`config.mk`:
```
export PLATFORM = sky130hd
export DESIGN_NAME = tfr_convert
export DESIGN_NICKNAME = d
export VERILOG_FILES = /design/src/texel_format_to_rgba8_defines.svh /design/src/tfr_pkg.sv /design/src/tfr_convert.sv
export SDC_FILE = /design/constraint.sdc
export NUM_CORES = 1
export LEC_CHECK = 0
export BUFFER_PORTS_ARGS = -buffer_cell sky130_fd_sc_hd__clkbuf_2
export CAP_MARGIN = 20
export CELL_PAD_IN_SITES_DETAIL_PLACEMENT = 2
export CELL_PAD_IN_SITES_GLOBAL_PLACEMENT = 2
export CORE_MARGIN = 2
export CORE_UTILIZATION = 24
export DETAILED_ROUTE_END_ITERATION = 12
export PLACE_DENSITY = 0.9
export SYNTH_ARGS = -nofsm -noshare
export SYNTH_HDL_FRONTEND = slang
export SYNTH_SLANG_ARGS = --single-unit
export TNS_END_PERCENT = 5
```
`constraint.sdc`:
```
create_clock -name vclk -period 5.16
set_clock_uncertainty 0.15 [all_clocks]
set_input_delay 0.516 -clock vclk [all_inputs]
set_output_delay 0.516 -clock vclk [all_outputs]
set_load 0.01 [all_outputs]
```
`src/texel_format_to_rgba8_defines.svh`:
```
// Assertion macros shared by the texel converter.
`ifndef TEXEL_FORMAT_TO_RGBA8_DEFINES_SVH
`define TEXEL_FORMAT_TO_RGBA8_DEFINES_SVH

`ifndef NO_ASSERTIONS

// Checked only while out of reset.
`define TFR_ASSERT(lbl, clk, rst_n, prop, msg) \
    lbl: assert property (@(posedge clk) disable iff (!rst_n) (prop)) else $error(msg);

// Checked at every edge, reset included.
`define TFR_ASSERT_ALWAYS(lbl, clk, prop, msg) \
    lbl: assert property (@(posedge clk) (prop)) else $error(msg);

`else

`define TFR_ASSERT(lbl, clk, rst_n, prop, msg)
`define TFR_ASSERT_ALWAYS(lbl, clk, prop, msg)

`endif

`endif

```
`src/tfr_pkg.sv`:
```
package tfr_pkg;

    // source_format codes; 8..15 are unsupported
    localparam logic [3:0] FMT_BGRA   = 4'd0;
    localparam logic [3:0] FMT_RGBA   = 4'd1;
    localparam logic [3:0] FMT_ABGR   = 4'd2;
    localparam logic [3:0] FMT_ARGB   = 4'd3;
    localparam logic [3:0] FMT_BGR    = 4'd4;
    localparam logic [3:0] FMT_RGB    = 4'd5;
    localparam logic [3:0] FMT_R5G6B5 = 4'd6;
    localparam logic [3:0] FMT_P8     = 4'd7;

    localparam logic [3:0] FMT_RESET  = FMT_RGBA;

    localparam logic CMD_CONVERT   = 1'b0;
    localparam logic CMD_PAL_WRITE = 1'b1;

    typedef struct packed {
        logic [7:0] red;
        logic [7:0] green;
        logic [7:0] blue;
        logic [7:0] alpha;
        logic       format_error;
    } t_rgba;

    // floor(v*255/31) = 8v + floor(7v/31); the second term counts thresholds
    function automatic logic [7:0] expand5(input logic [4:0] v);
        logic [2:0] q;
        q = 3'(v >= 5'd5)  + 3'(v >= 5'd9)  + 3'(v >= 5'd14) + 3'(v >= 5'd18)
          + 3'(v >= 5'd23) + 3'(v >= 5'd27) + 3'(v >= 5'd31);
        return {v, 3'b000} + {5'b00000, q};
    endfunction

    // floor(v*255/63) = 4v + floor(v/21)
    function automatic logic [7:0] expand6(input logic [5:0] v);
        logic [1:0] q;
        q = 2'(v >= 6'd21) + 2'(v >= 6'd42) + 2'(v >= 6'd63);
        return {v, 2'b00} + {6'b000000, q};
    endfunction

endpackage

```
`src/tfr_convert.sv`:
```
module tfr_convert
    import tfr_pkg::*;
(
    input  logic [3:0]  i_format,
    input  logic [31:0] i_texel_word,
    input  logic        i_pal_hit,
    input  logic [31:0] i_pal_data,
    output t_rgba       o_pixel
);

    logic [7:0] b0, b1, b2, b3;

    assign b0 = i_texel_word[7:0];
    assign b1 = i_texel_word[15:8];
    assign b2 = i_texel_word[23:16];
    assign b3 = i_texel_word[31:24];

    always_comb begin
        o_pixel = '0;
        case (i_format)
            FMT_BGRA: begin
                o_pixel.red   = b2;
                o_pixel.green = b1;
                o_pixel.blue  = b0;
                o_pixel.alpha = b3;
            end
            FMT_RGBA: begin
                o_pixel.red   = b0;
                o_pixel.green = b1;
                o_pixel.blue  = b2;
                o_pixel.alpha = b3;
            end
            FMT_ABGR: begin
                o_pixel.red   = b3;
                o_pixel.green = b2;
                o_pixel.blue  = b1;
                o_pixel.alpha = b0;
            end
            FMT_ARGB: begin
                o_pixel.red   = b1;
                o_pixel.green = b2;
                o_pixel.blue  = b3;
                o_pixel.alpha = b0;
            end
            FMT_BGR: begin
                o_pixel.red   = b2;
                o_pixel.green = b1;
                o_pixel.blue  = b0;
            end
            FMT_RGB: begin
                o_pixel.red   = b0;
                o_pixel.green = b1;
                o_pixel.blue  = b2;
            end
            FMT_R5G6B5: begin
                o_pixel.red   = expand5(i_texel_word[15:11]);
                o_pixel.green = expand6(i_texel_word[10:5]);
                o_pixel.blue  = expand5(i_texel_word[4:0]);
                o_pixel.alpha = 8'hff;
            end
            FMT_P8: begin
                // index past the palette gives black, transparent
                if (i_pal_hit) begin
                    o_pixel.red   = i_pal_data[23:16];
                    o_pixel.green = i_pal_data[15:8];
                    o_pixel.blue  = i_pal_data[7:0];
                    o_pixel.alpha = i_pal_data[31:24];
                end
            end
            default: begin
                o_pixel.format_error = 1'b1;
            end
        endcase
    end

endmodule

```
== Word-level counts from Yosys, hierarchy flattened ==
Index checks and enable logic that the tools add are counted.
Cells by class
  reduce and logical (&&, ||, !) cells: 6
  muxes and demuxes: 4
  add/sub/neg operators: 17
  magnitude comparators: 17
  equal/unequal tests: 7
Operators by type and width (number)
  24-bit case mux with 6 select lines: 1
  5-bit >= comparator (second input constant): 8
  32-bit 2-to-1 mux: 1
  8-bit case mux with 4 select lines: 1
  3-bit by 1-bit adder with 3-bit output: 8
  5-bit by 4-bit >= comparator with 1-bit output (second input constant): 4
  8-bit by 3-bit adder with 8-bit output: 2
  4-bit by 3-bit == test with 1-bit output (second input constant): 4
  6-bit >= comparator (second input constant): 2
  5-bit by 3-bit >= comparator with 1-bit output (second input constant): 2
  8-bit by 2-bit adder with 8-bit output: 1
  4-bit by 2-bit == test with 1-bit output (second input constant): 2
  2-bit OR reduction: 4
  8-bit OR reduction: 1
  1-bit by 1-bit adder with 2-bit output: 3
  2-bit by 1-bit adder with 3-bit output: 2
  6-bit by 5-bit >= comparator with 1-bit output (second input constant): 1
  4-bit by 1-bit == test with 1-bit output (second input constant): 1
  4-bit zero test: 1
  2-bit by 1-bit adder with 2-bit output: 1
  1-bit 2-to-1 mux: 1
Storage, ports and cells
  logic and storage cells: 51
  input bits: 69
  bits in registers: 0

== Longest topological paths before layout ==
  depth in word-level cells: 9
  gate-level depth with buffers: 10
  depth with buffers taken out: 9

== Least setup slack after synthesis ==
Ideal clock, no wire load.
  path kind: input to output
  start: input port i_texel_word[1]
  end: output port o_pixel[10] (netlist bit)
  data required time: 4.494 ns
  stages: 10
  data arrival time: 3.793 ns
  setup slack: 0.701 ns
  cells stage by stage: clkbuf_1 -> or3_1 -> a21oi_1 -> fa_1 -> fa_1 -> fa_1 -> fa_1 -> or3b_2 -> a21oi_1 -> a211o_1
RTL lines
  start: declaration: line tfr_convert.sv:5  | input logic [31:0] i_texel_word,
  end: declaration: line tfr_convert.sv:8  | output t_rgba o_pixel

==> impl_metrics.env <==
export IMPL_post_cts_buffers=0
export IMPL_status="complete, no violations"
export IMPL_worstMarginPinSlew_ns=0.923
export IMPL_crit_path_cell_trace="clkbuf_2 -> or3_1 -> a21oi_1 -> fa_1 -> fa_1 -> fa_1 -> fa_1 -> or3b_2 -> a21oi_1 -> a211o_1 -> clkbuf_2"
export IMPL_synth_avg_cell_area_um2=7.70
export IMPL_whs_path_depth=3
export IMPL_grt_max_degree=36
export IMPL_yosysWarnings=0
export IMPL_n_antenna_cell=0
export IMPL_synthesis_nets=309
export IMPL_mostFrequentLayoutCells="clkbuf_2, o2bb2ai_1, mux2i_1"
export IMPL_min_period_over_period_pct=91.1
export IMPL_required_ns=4.49
export IMPL_avgRoutedWirePerCell_um=20.5
export IMPL_antenna_found_initial=0
export IMPL_initial_utilization_pct=24.6
export IMPL_finalWeightedCongestion=0.804
export IMPL_hold_viol=0
export IMPL_fmax_ghz=0.213
export IMPL_netlist_area_mm2=0.00178
export IMPL_seq_cell_count=0
export IMPL_nNetsFinal=384
export IMPL_dieArea_mm2=0.00811
export IMPL_slowest_delay_ns=0.52
export IMPL_dp_hpwl_um=6500
export IMPL_clkbuf_count=0
export IMPL_register_area_um2=0
export IMPL_synth_cell_type_count=42
export IMPL_crit_type="in2out"
export IMPL_worstHoldEndpoint="o_pixel[20]"
export IMPL_holdWs_ns=1.17
export IMPL_maxCapViolCount=0
export IMPL_grt_pass1_wl_um=13100
export IMPL_row_count=31
export IMPL_relSlewSlack_pct=38.4
export IMPL_viasPerCell=5.67
export IMPL_pin_count=102
export IMPL_grt_ovfl_total=0
export IMPL_drt_iter0_drc=76
export IMPL_cp_arrival_ns=4.04
export IMPL_via_count=2287
export IMPL_ctsResizeCount=0
export IMPL_ant_nets=0
export IMPL_route_detailed_drc=0
export IMPL_rsz0062_at_grt="false"
export IMPL_vdd_drop_max_v=0.0000261
export IMPL_drt_first_pass_iters=4
export IMPL_hp_class="in2out"
export IMPL_slowest_stage="fa_1"
export IMPL_die_w_um=90.1
export IMPL_period_needed_ns=4.70
export IMPL_port_buffers=102
export IMPL_start_kind="primary input"
export IMPL_wirelength_um=8250
export IMPL_grt_pass1_vias=2414
export IMPL_grt_usage_pct=19.4
export IMPL_cp_end_kind="output port"
export IMPL_layout_commonest_cell="clkbuf_2"
export IMPL_cts_hold_buffers=0
export IMPL_synth_cells=231
export IMPL_min_delay_start="i_pal_data[11]"
export IMPL_crit_fanout=10
export IMPL_synth_seq_area_share_pct=0
export IMPL_post_route_cells_drive_above_1_share_pct=39.8
export IMPL_slew_violations=0
export IMPL_setup_viol=0
export IMPL_area_delta_synth_final_pct=28.4
export IMPL_fin_setup_tns_ns=0
export IMPL_die_h_um=90.1
export IMPL_p_per_area_mw_per_mm2=95.5
export IMPL_core_area_mm2=0.00721
export IMPL_p_leak_nw=1.07
export IMPL_cp_common_cell="fa_1"
-- worst max path at each step --
| stage | start | end | cells after the start |
|---|---|---|---|
| floorplan | i_texel_word[1] | o_pixel[10] | 10 |
| global placement | i_texel_word[1] | o_pixel[10] | 11 |
| detailed placement | i_texel_word[1] | o_pixel[10] | 11 |
| CTS | i_texel_word[1] | o_pixel[10] | 11 |
| global route | i_texel_word[1] | o_pixel[10] | 11 |
| finish | i_texel_word[1] | o_pixel[10] | 11 |
-- report_power, final --
part           leakage, nW  switching (mW)  internal, mW
combinational         1.07           0.122        0.0961
clock                    0               0             0
sequential               0               0             0
total                 1.07           0.122        0.0961
-- critical path, delay by kind of cell --
kind,cells,cell delay [ns]
buffers and inverters,2,0.30
AOI/OAI and AO/OA,3,0.51
and+or+nand+nor,2,0.83
adders and majority gates,4,1.87
-- cell families (layout without fill, tap and decap cells) --
family	Yosys count	count (layout)	share of synthesized area [%]
multiplexers	21	21	12.6
adder cells (fa/ha/maj)	9	9	10.1
buffers and inverters	38	111	10.3
AO/OA/AOI/OAI	110	110	48.8
AND/OR/NAND/NOR	53	53	18.2
-- through the flow --
step | instances | power (mW) | setup WS (ns) | area, µm² | util (%)
after floorplan | 231 | 0.134 | 0.701 | 1780 | -
final | 403 | 0.218 | 0.457 | 2280 | 31.6
after global placement | 401 | 0.208 | 0.552 | 2270 | 31.4
after detailed placement | 401 | 0.217 | 0.455 | 2270 | 31.4
after CTS | 401 | 0.218 | 0.439 | 2270 | 31.4
after global routing | 403 | 0.241 | 0.321 | 2280 | 31.6
-- layer usage --
layer | GRT usage [%] | vias to the layer above | part of all wire, %
met5 | 0 | - | 0
met4 | 2.56 | 0 | 1.2
met3 | 1.93 | 8 | 3.9
met2 | 34.9 | 59 | 52
met1 | 25.6 | 1158 | 43
li1 | - | 1062 | -
-- synthesized netlist by cell type (2+ instances only) --
| library cell | instances | area, µm² |
|---|---|---|
| a211o_1 | 9 | 78.8 |
| a211oi_1 | 2 | 15.0 |
| a21o_1 | 4 | 30.0 |
| a21oi_1 | 15 | 75.1 |
| a221o_1 | 13 | 130 |
| a221oi_1 | 3 | 26.3 |
| a22o_1 | 13 | 114 |
| a311oi_1 | 2 | 17.5 |
| a31oi_1 | 5 | 31.3 |
| and3_1 | 2 | 12.5 |
| buf_2 | 9 | 45.0 |
| buf_4 | 3 | 22.5 |
| buf_6 | 2 | 22.5 |
| clkbuf_1 | 16 | 60.1 |
| clkbuf_2 | 2 | 10.0 |
| fa_1 | 9 | 180 |
| inv_1 | 4 | 15.0 |
| mux2_2 | 3 | 33.8 |
| mux2_4 | 2 | 30.0 |
| mux2i_1 | 16 | 160 |
| nand2_1 | 2 | 7.51 |
| nand2b_1 | 15 | 93.8 |
| nand3_1 | 8 | 40.0 |
| nand3b_1 | 5 | 37.5 |
| nor2_1 | 6 | 22.5 |
| nor2b_1 | 6 | 37.5 |
| o21a_1 | 4 | 30.0 |
| o21ai_0 | 7 | 35.0 |
| o21ba_2 | 3 | 30.0 |
| o21bai_1 | 5 | 37.5 |
| o2bb2ai_1 | 22 | 193 |
| o31ai_1 | 2 | 15.0 |
| or3b_2 | 3 | 26.3 |
-- area by class of cell --
class / instances / area, µm²
inverter: 5 / 18.8
fill: 892 / 4930
timing repair buffer: 106 / 542
multi-input combinational: 193 / 1600
tap: 99 / 124
Power figures use the tool's default switching activity.
